`src/design/mrect_pkg.sv`:
```
// Shared types and constants for the maximal rectangle of ones core.
// No dependencies; every other file of the block uses this package.
package mrect_pkg;

  localparam int MAX_COLS_DEF = 256;
  localparam int MAX_ROWS_DEF = 1024;

  localparam int ROW_WIDTH_W = 9;
  localparam logic [ROW_WIDTH_W-1:0] ROW_WIDTH_RST = 9'd256;

  localparam int AREA_W = 19;
  localparam logic [AREA_W-1:0] AREA_MAX = '1;

  localparam int IN_TDATA_W = 8;
  localparam int OUT_TDATA_W = 24;

  localparam int QUEUE_DEPTH = 4;

  typedef struct packed {
    logic cell_bit;
    logic last_cell;
    logic row_end;
  } cell_flags_t;

endpackage

```
`src/design/mrect_fifo.sv`:
```
// Short register queue between the input side and the scoring engine.
// Uses mrect_pkg for its default depth.
module mrect_fifo #(
  parameter int DATA_W = 8,
  parameter int DEPTH  = mrect_pkg::QUEUE_DEPTH
) (
  input  logic              clk,
  input  logic              rst_n,
  input  logic              wr_valid,
  output logic              wr_ready,
  input  logic [DATA_W-1:0] wr_data,
  output logic              rd_valid,
  input  logic              rd_ready,
  output logic [DATA_W-1:0] rd_data
);

  localparam int PTR_W = (DEPTH > 1) ? $clog2(DEPTH) : 1;
  localparam int CNT_W = $clog2(DEPTH + 1);

  logic [DATA_W-1:0] mem_r [DEPTH];
  logic [PTR_W-1:0]  wr_ptr_r;
  logic [PTR_W-1:0]  rd_ptr_r;
  logic [CNT_W-1:0]  count_r;
  logic              do_wr;
  logic              do_rd;

  assign wr_ready = (count_r != CNT_W'(DEPTH));
  assign rd_valid = (count_r != '0);
  assign rd_data  = mem_r[rd_ptr_r];
  assign do_wr    = wr_valid & wr_ready;
  assign do_rd    = rd_valid & rd_ready;

  always_ff @(posedge clk) begin
    if (do_wr) begin
      mem_r[wr_ptr_r] <= wr_data;
    end
  end

  always_ff @(posedge clk) begin
    if (!rst_n) begin
      wr_ptr_r <= '0;
      rd_ptr_r <= '0;
      count_r  <= '0;
    end else begin
      if (do_wr) begin
        wr_ptr_r <= (wr_ptr_r == PTR_W'(DEPTH - 1)) ? '0 : wr_ptr_r + PTR_W'(1);
      end
      if (do_rd) begin
        rd_ptr_r <= (rd_ptr_r == PTR_W'(DEPTH - 1)) ? '0 : rd_ptr_r + PTR_W'(1);
      end
      unique case ({do_wr, do_rd})
        2'b10:   count_r <= count_r + CNT_W'(1);
        2'b01:   count_r <= count_r - CNT_W'(1);
        default: count_r <= count_r;
      endcase
    end
  end

endmodule

```
`config.mk`:
```
export PLATFORM = sky130hd
export DESIGN_NAME = mrect_fifo
export DESIGN_NICKNAME = d
export VERILOG_FILES = /design/src/design/mrect_pkg.sv /design/src/design/mrect_fifo.sv
export SDC_FILE = /design/constraint.sdc
export NUM_CORES = 1
export LEC_CHECK = 0
export BUFFER_PORTS_ARGS = -buffer_cell sky130_fd_sc_hd__buf_4
export CAP_MARGIN = 15
export CORE_MARGIN = 8
export CORE_UTILIZATION = 35
export CTS_CLUSTER_DIAMETER = 40
export CTS_CLUSTER_SIZE = 28
export DETAILED_ROUTE_END_ITERATION = 8
export SLEW_MARGIN = 5
export SYNTH_ARGS = -nofsm -noshare
export SYNTH_HDL_FRONTEND = slang
export SYNTH_SLANG_ARGS = --single-unit
```
`constraint.sdc`:
```
create_clock -name clk -period 3.2 [get_ports clk]
set_clock_uncertainty 0.2 [all_clocks]
set_input_delay 0.16 -clock clk [delete_from_list [all_inputs] [get_ports clk]]
set_output_delay 0.16 -clock clk [all_outputs]
set_load 0.05 [all_outputs]
```
==> results.toml <==
[power_and_ir_drop]
leakage_nw = 0.7778
pwr_density_cell_nw_per_um2 = 856.5
ir_worst_vdd_mv = 0.4188

[cts]
cts-buffers-inserted = 5
ctsResizeCount = 0
clock-root-buffer = "clkbuf_8"
clk_latency_ns = 0.29
clkSlewWorstSetupHoldPaths_ns = 0.08
clock-sinks = 41
cts_tree = "yes"
clockBufferDepth = 2
h-tree-depth = 2

[route]
drc = 0
wl_per_cell_um = 15.48
antenna_left = 0
drtIter0Drc = 23
wirelength_mm = 2.910
routed_via_density = 4.739
vias = 891
first_pass_iters = 4

[sta]
slew_viol_final = 0
hold_viol_final = 0
slew_headroom_pct = 61.77
rsz0062_at_grt = "no"
tightest_slew_ns = 0.5685
layout_min_cycle_time_ns = 2.765
setup_tns_ns = 0
hold_ws_ns = 0.1286
finalCritPeriodShare_pct = 86.40
fmaxAchievable_mhz = 361.7
setup-violations-final = 0

[hold_path]
worstHoldPathType = "primary input to flop"

[synth]
ys_ff_latch = 41
yosys.cell_count.top_type = "edfxtp_1"
syn_area_um2 = 1654
ys.flop_type = "edfxtp_1"
synthCells = 98
yosysSeqAreaShare_pct = 68.99
synthTopCellsByArea = "edfxtp_1 58%, dfxtp_1 11%, mux4_2 11%"
synth_top_area_share_pct = 58.09
syn_avg_cell_area_um2 = 16.88
yosysTopAreaCell = "edfxtp_1"
synth_cell_types = 27
ys_warn_count = 0
synthArstFlopShare_pct = 0
syn-num-nets = 117
synth-edff-count = 32
ys_top_cells_by_count = "32 x edfxtp_1, 9 x dfxtp_1, 8 x mux4_2, 7 x inv_1"

[setup_path]
worstSetupPathType = "flop to flop"
cp_max_fo = 7
arrival_ns = 2.79
endpoint_kind = "flop"
start_kind = "flop"
crit_required_ns = 3.22
reg2reg_slack_ns = 0.44

[finish]
drive_gt1_share_pct = 32.09
syn2layout_area_growth_pct = 27.16
nets = 152
antennaDiodeCount = 0

[global_route]
gr-total-overflow = 0
grt_max_degree = 15
grt_pass1_vias = 993
grt_pass1_wl_mm = 4.712
antenna_found_initial = 0
grt_usage_pct = 8.625

[status]
status = "finished clean"

[die]
die_width_um = 84.75
die_h_um = 84.75
io-pin-count = 22
core_area_um2 = 4629
rows = 25
fp.dieArea_um2 = 7182
start_util_pct = 35.73

[placement]
place_congestion = 0.7597
port_buffers = 21
post-dp-hpwl_mm = 2.050

[run]
maxCapViolCount = 0
metal layers:
layer  part of all wire, %  track usage, %  vias up
met5                     0               0        -
met4                   1.4           4.369        0
met3                   5.9           3.610        5
met2                    50           14.75       22
met1                    43           8.843      430
li1                      -               -      434
worst max-delay path, cell delays in order, from the launching register on:
cell and delay, ns:
dfxtp_1 0.39, or3b_1 0.47, and2_4 0.21, inv_1 0.05, ha_1 0.17, inv_1 0.06, fa_1 0.39, xor2_1 0.17
or3_2 0.41, a21boi_1 0.16
layout by cell type (no fill, tap or decap):
cell / synthesis / routed
and2_4: 1 / 1
mux2i_1: 1 / 1
xnor2_1: 1 / 1
edfxtp_1: 32 / 32
nand4_1: 1 / 1
or3_2: 2 / 2
or3b_1: 1 / 1
and2_1: 2 / 2
o31ai_1: 1 / 1
buf_4: 0 / 21
clkbuf_8: 0 / 5
ha_1: 6 / 6
mux4_2: 8 / 8
nor2_1: 2 / 2
xor2_1: 1 / 1
fa_1: 1 / 1
bufinv_16: 0 / 2
and3_2: 3 / 3
dlygate4sd3_1: 0 / 11
inv_1: 7 / 7
nand3_1: 2 / 2
dfxtp_1: 9 / 9
nand2_1: 6 / 6
o21ai_1: 1 / 1
and3_1: 1 / 1
inv_6: 0 / 1
a21boi_1: 1 / 1
o21ai_0: 4 / 4
path summary, 6_finish.rpt:
path,to,start,cells after the start
worst max-delay path,count_r[2]$_SDFFE_PN0P_,count_r[2]$_SDFFE_PN0P_,9
worst max register to register,count_r[2]$_SDFFE_PN0P_,count_r[2]$_SDFFE_PN0P_,9
worst min-delay path,rd_ptr_r[1]$_SDFFE_PN0P_,rd_ready,3
worst min register to register,wr_ptr_r[1]$_SDFFE_PN0P_,wr_ptr_r[1]$_SDFFE_PN0P_,2
logic make-up after synthesis:
family          after synthesis  share of synthesized area, %
mux                           9                         11.50
fa+ha+maj                     7                         5.749
xor+xnor                      2                         1.059
simple gates                 21                         7.262
buf+inv                      11                         3.025
flops                        41                         68.99
compound gates                7                         2.421
power breakdown:
part / internal, W / switching, W / total (W)
clock: 0.000314 / 0.000184 / 0.000498
combinational: 0.000234 / 0.000354 / 0.000588
sequential: 0.000650 / 0.0000651 / 0.000716
total: 0.00120 / 0.000603 / 0.00180
what timing repair did:
item                                   CTS  global route
hold buffers                            11             0
endpoints found under the hold margin   37             0
buffers inserted                         0             0
layout make-up:
| type | instances | area, um2 |
|---|---|---|
| Fill cell | 410 | 2526 |
| Sequential cell | 41 | 1141 |
| Multi-Input combinational cell | 46 | 462.9 |
| Timing Repair Buffer | 32 | 267.8 |
| Clock buffer | 5 | 68.82 |
| Clock inverter | 3 | 68.82 |
| Tap cell | 54 | 67.56 |
| Inverter | 7 | 26.28 |
state kept, by name, indices dropped and copies added (netlist names), named ones only:
signal    count
wr_ptr_r      2
mem_r        32
count_r       3
rd_ptr_r      2
through the flow:
step           power (W)  setup WS (ns)  cell area (um2)  std cells  util, %
6_report        0.001801         0.4353             2103        188    45.43
4_1_cts         0.001828         0.4369             2103        188    45.43
2_1_floorplan   0.001154         0.6046             1654         98        -
3_3_place_gp    0.001294         0.6226             1856        169    40.08
5_1_grt         0.001889         0.3093             2103        188    45.43
3_5_place_dp    0.001316         0.4608             1856        169    40.08
Power figures use the tool's default switching activity.
