==> src/design/mrect_pkg.sv <==
// Shared types and constants for the maximal rectangle of ones core.
// No dependencies; every other file of the block uses this package.
package mrect_pkg;

  localparam int MAX_COLS_DEF = 256;
  localparam int MAX_ROWS_DEF = 1024;

  localparam int ROW_WIDTH_W = 9;
  localparam logic [ROW_WIDTH_W-1:0] ROW_WIDTH_RST = 9'd256;

  localparam int AREA_W = 19;
  localparam logic [AREA_W-1:0] AREA_MAX = '1;

  localparam int IN_TDATA_W = 8;
  localparam int OUT_TDATA_W = 24;

  localparam int QUEUE_DEPTH = 4;

  typedef struct packed {
    logic cell_bit;
    logic last_cell;
    logic row_end;
  } cell_flags_t;

endpackage

==> src/design/mrect_front.sv <==
// Input side: holds the row width register and the column counter, and tags
// every accepted cell with its column and a row end flag. Uses mrect_pkg.
module mrect_front #(
  parameter int MAX_COLS = mrect_pkg::MAX_COLS_DEF,
  localparam int COL_W = (MAX_COLS > 1) ? $clog2(MAX_COLS) : 1
) (
  input  logic                                clk,
  input  logic                                rst_n,
  input  logic                                cfg_we,
  input  logic [mrect_pkg::ROW_WIDTH_W-1:0]   cfg_wdata,
  input  logic                                in_valid,
  output logic                                in_ready,
  input  logic                                cell_bit,
  input  logic                                last_cell,
  output logic                                q_valid,
  input  logic                                q_ready,
  output logic [COL_W-1:0]                    q_pos,
  output mrect_pkg::cell_flags_t              q_flags
);
  import mrect_pkg::*;

  localparam int CNT_W = $clog2(MAX_COLS + 1);
  localparam int CMP_W = (CNT_W > ROW_WIDTH_W) ? CNT_W : ROW_WIDTH_W;

  logic [ROW_WIDTH_W-1:0] row_width_r;
  logic [COL_W-1:0]       pos_r;
  logic [COL_W-1:0]       pos_nxt;
  logic [CMP_W-1:0]       width_raw;
  logic [CMP_W-1:0]       width_eff;
  logic [CMP_W-1:0]       pos_inc;
  logic                   row_end;
  logic                   accept;

  always_comb begin
    width_raw = CMP_W'(row_width_r);
    priority if (width_raw == '0) begin
      width_eff = CMP_W'(1);
    end else if (width_raw > CMP_W'(MAX_COLS)) begin
      width_eff = CMP_W'(MAX_COLS);
    end else begin
      width_eff = width_raw;
    end
    pos_inc = CMP_W'(pos_r) + CMP_W'(1);
    row_end = (pos_inc >= width_eff) || last_cell;
    pos_nxt = row_end ? '0 : pos_inc[COL_W-1:0];
  end

  assign in_ready = q_ready;
  assign q_valid  = in_valid;
  assign accept   = in_valid & q_ready;
  assign q_pos    = pos_r;
  assign q_flags  = '{cell_bit: cell_bit, last_cell: last_cell, row_end: row_end};

  always_ff @(posedge clk) begin
    if (!rst_n) begin
      row_width_r <= ROW_WIDTH_RST;
      pos_r       <= '0;
    end else begin
      if (cfg_we) begin
        row_width_r <= cfg_wdata;
      end
      if (accept) begin
        pos_r <= pos_nxt;
      end
    end
  end

endmodule

==> config.mk <==
export PLATFORM = sky130hd
export DESIGN_NAME = mrect_front
export DESIGN_NICKNAME = d
export VERILOG_FILES = /design/src/design/mrect_pkg.sv /design/src/design/mrect_front.sv
export SDC_FILE = /design/constraint.sdc
export NUM_CORES = 1
export LEC_CHECK = 0
export BUFFER_PORTS_ARGS = -buffer_cell sky130_fd_sc_hd__buf_2
export CAP_MARGIN = 20
export CORE_ASPECT_RATIO = 0.8
export CORE_MARGIN = 2
export CORE_UTILIZATION = 40
export CTS_BUF_LIST = sky130_fd_sc_hd__clkbuf_16
export CTS_CLUSTER_DIAMETER = 40
export DETAILED_ROUTE_END_ITERATION = 6
export PLACE_DENSITY = 0.69
export SYNTH_ARGS = -nofsm -noshare
export SYNTH_HDL_FRONTEND = slang
export SYNTH_SLANG_ARGS = --single-unit
export TNS_END_PERCENT = 30
==> constraint.sdc <==
create_clock -name clk -period 5.9 [get_ports clk]
set_input_delay 0.295 -clock clk [delete_from_list [all_inputs] [get_ports clk]]
set_output_delay 0.295 -clock clk [all_outputs]
set_load 0.02 [all_outputs]
==> results.txt <==
Clock-pin slew on the worst setup and hold paths = 0.05 ns
Mean area per synthesized cell = 8.329 um^2
Setup violations, final = 0
Hold Buf Count CTS = 0
Psw = 69.10 uW
Register area share after synthesis = 31.19%
Final nets = 177
Max Clock Freq = 314.8 MHz
Fraction of the cycle the final worst path needs = 53.84%
Syn. warnings = 0
Kind of critical path = reg -> out
Top Ports = 29
Layout Utilization = 50.84%
Hold crit path type = in -> reg
Status = completed
Clk_skew = 0.0004184 ns
Grt ovf = 0
R2R depth = 9
H-tree levels = 1
Synth Flop Type = dfxtp_1
Reg2reg start = q_pos[0]
CTS tree = done
Yosys cell types = 32
Die Width = 62.39 um
CP max FO = 7
Area growth, synth to finish = 17.55%
Number of nets with antenna violations after routing = 0
MaxCap Viol Count = 0
Unrepaired setup endpoints after global routing = no
Std-Cell Rows = 16
Internal power = 223.1 uW
Delay-heaviest family, CP = simple AND/OR/NAND/NOR gates
Clk pwr share = 46.1%
Clock buffer depth = 2
CP max stage delay = 0.57 ns
Drt pass-1 iters = 4
Initial Utilization = 43.25%
Initial antenna violation count = 0
Fillers = 253
Routability Congestion = 0.8759
Post-synth EDFFs = 0
Port-buffer cells = 26
Seq cells post-synth = 17
Crit path to = q_flags[0]
Fraction of registers with async set/reset = 0%
DP Area = 1204 um^2
Crit. End Element = output pin
Power Density = 227.9 nW/um^2
Clock Sinks = 17
CP cell instances = ha_1 > nand2_1 > nor2_1 > and3_1 > ha_1 > and3_4 > a2111oi_4 > nand2_2 > buf_2
Slew @ Worst Pin = 0.5347 ns
Detailed Route WL = 2344 um
Die height = 50.72 um
Hpwl dp = 1837 um
R2R Path End = q_pos[3]
Max-slew headroom at the worst pin = 64.35%
Startpoint types = flip-flop
Post-route setup TNS = 0 ns
Mapped cell area = 1091 um^2
Cts repair resizes = 0
Largest net degree at the start of global routing = 13
Flop pwr share = 41.9%
Share of post-route cells with drive strength above 1 = 22.67%
Diodes inserted = 0
Syn Inst Count = 131
Tmin final = 3.177 ns
Final hold vios = 0
Post-CTS Setup Bufs = 0
Iter 0 DRT Violations = 34
Buf/Inv on CP = 1
Leak Pwr = 0.5824 nW
Global-route wire length before repair = 3808 um
Most used cell, CP = ha_1
WL per Instance = 12.60 um
TritonCTS Buffers = 3
Sw Ratio = 23.65%
# DRC = 0
Core area = 2522 um^2
Vias = 964
Full die area = 3164 um^2
Fin cells = 186
Arrival time at the worst endpoint = 2.88 ns
Clock latency on the worst-skew pair = 0.24 ns
Combinational power share = 12.1%
Worst Path Required = 5.61 ns
Placed insts = 182
Slew Viols, Final = 0
Hold_ws = 0.2771 ns
Slowest stage cell, crit path = a2111oi_4
Number of global-route vias before repair = 895
Post-synthesis net count = 157
Via density per instance = 5.183
Peak VDD IR = 0.0001624 V
R2r setup slk = 3.21 ns
Final instance area = 1282 um^2
CP Depth = 9
Crit path from = q_pos[0]
Tot GR Track Use = 14.99%
Clk root buf = clkbuf_16
cell usage in the layout (no fill, tap or decap), types with 3 or more instances in the layout:
cell,n
mux2i_1,8
xor2_1,4
ha_1,10
nand2_1,16
inv_1,3
nor3_1,3
nor2b_1,3
a21oi_1,6
buf_2,26
nand3_1,9
clkbuf_16,3
dfxtp_1,17
nand4_1,3
o21ai_1,4
nand2b_1,3
nor2_1,13
power by group through the flow:
stage               clock (mW)  sequential (mW)  combinational [mW]
floorplan                    0            0.124              0.0264
global placement             0            0.125              0.0333
detailed placement           0            0.125              0.0350
CTS                      0.135            0.122              0.0352
global route             0.142            0.123              0.0392
finish                   0.135            0.122              0.0353
registers in the layout (all words and copies together) (netlist names):
register / count
q_pos: 8
row_width_r: 9
per-stage QoR:
| step | power (mW) | setup slack [ns] |
|---|---|---|
| floorplan | 0.1507 | 3.193 |
| global placement | 0.1580 | 3.077 |
| detailed placement | 0.1597 | 2.997 |
| CTS | 0.2924 | 2.729 |
| global route | 0.3041 | 2.542 |
| finish | 0.2922 | 2.723 |
area by class of cell:
type	count	area (um^2)	share of cell area [%]
inverters	3	11.26	0.8780
flip-flops and latches	17	340.3	26.54
well taps	36	45.04	3.512
multi-input cells	100	676.9	52.78
clock inverters	1	3.754	0.2927
repair buffers	26	130.1	10.15
clock buffers	3	75.07	5.854
layer usage:
layer | global-route usage [%] | up-vias | share of wire (%)
li1 | - | 492 | -
met1 | 19.97 | 451 | 47
met2 | 24.64 | 19 | 48
met3 | 4.484 | 2 | 5.2
met4 | 2.222 | 0 | 0.17
met5 | 0 | - | 0
kinds of logic (layout without fill, tap and decap cells):
kind of cell / after synthesis / count (layout) / share of synthesized area, %
and+or+nand+nor: 59 / 59 / 27.18
muxes: 8 / 8 / 7.340
AOI/OAI and AO/OA: 17 / 17 / 11.24
DFF: 17 / 17 / 31.19
buffers and inverters: 14 / 33 / 6.766
adders and majority gates: 10 / 10 / 11.47
xor gates and xnor gates: 6 / 6 / 4.816
worst min path at each step:
stage	from	end	slack [ns]	cells past startpoint
2_1_floorplan	cfg_wdata[8]	row_width_r[8]	0.42	2
3_3_place_gp	row_width_r[0]	row_width_r[0]	0.48	2
3_5_place_dp	q_pos[7]	q_pos[7]	0.50	2
4_1_cts	cfg_wdata[8]	row_width_r[8]	0.28	3
5_1_grt	cfg_wdata[8]	row_width_r[8]	0.30	3
6_report	cfg_wdata[8]	row_width_r[8]	0.28	3
synth_stat cells, drive strengths merged, types with 4 or more instances:
cell type | instances | share of area, %
dfxtp | 17 | 31
nand2 | 17 | 6.1
nor2 | 13 | 4.5
ha | 10 | 11
nand3 | 10 | 5.0
mux2i | 8 | 7.3
buf | 7 | 4.4
a21oi | 6 | 2.8
o21ai | 5 | 2.3
clkbuf | 4 | 1.4
xor2 | 4 | 3.2
worst min-delay path, cell delays in order:
cell      delay [ns]
buf_2           0.08
nand2_1         0.04
o211ai_1        0.07
Power figures use the tool's default switching activity.
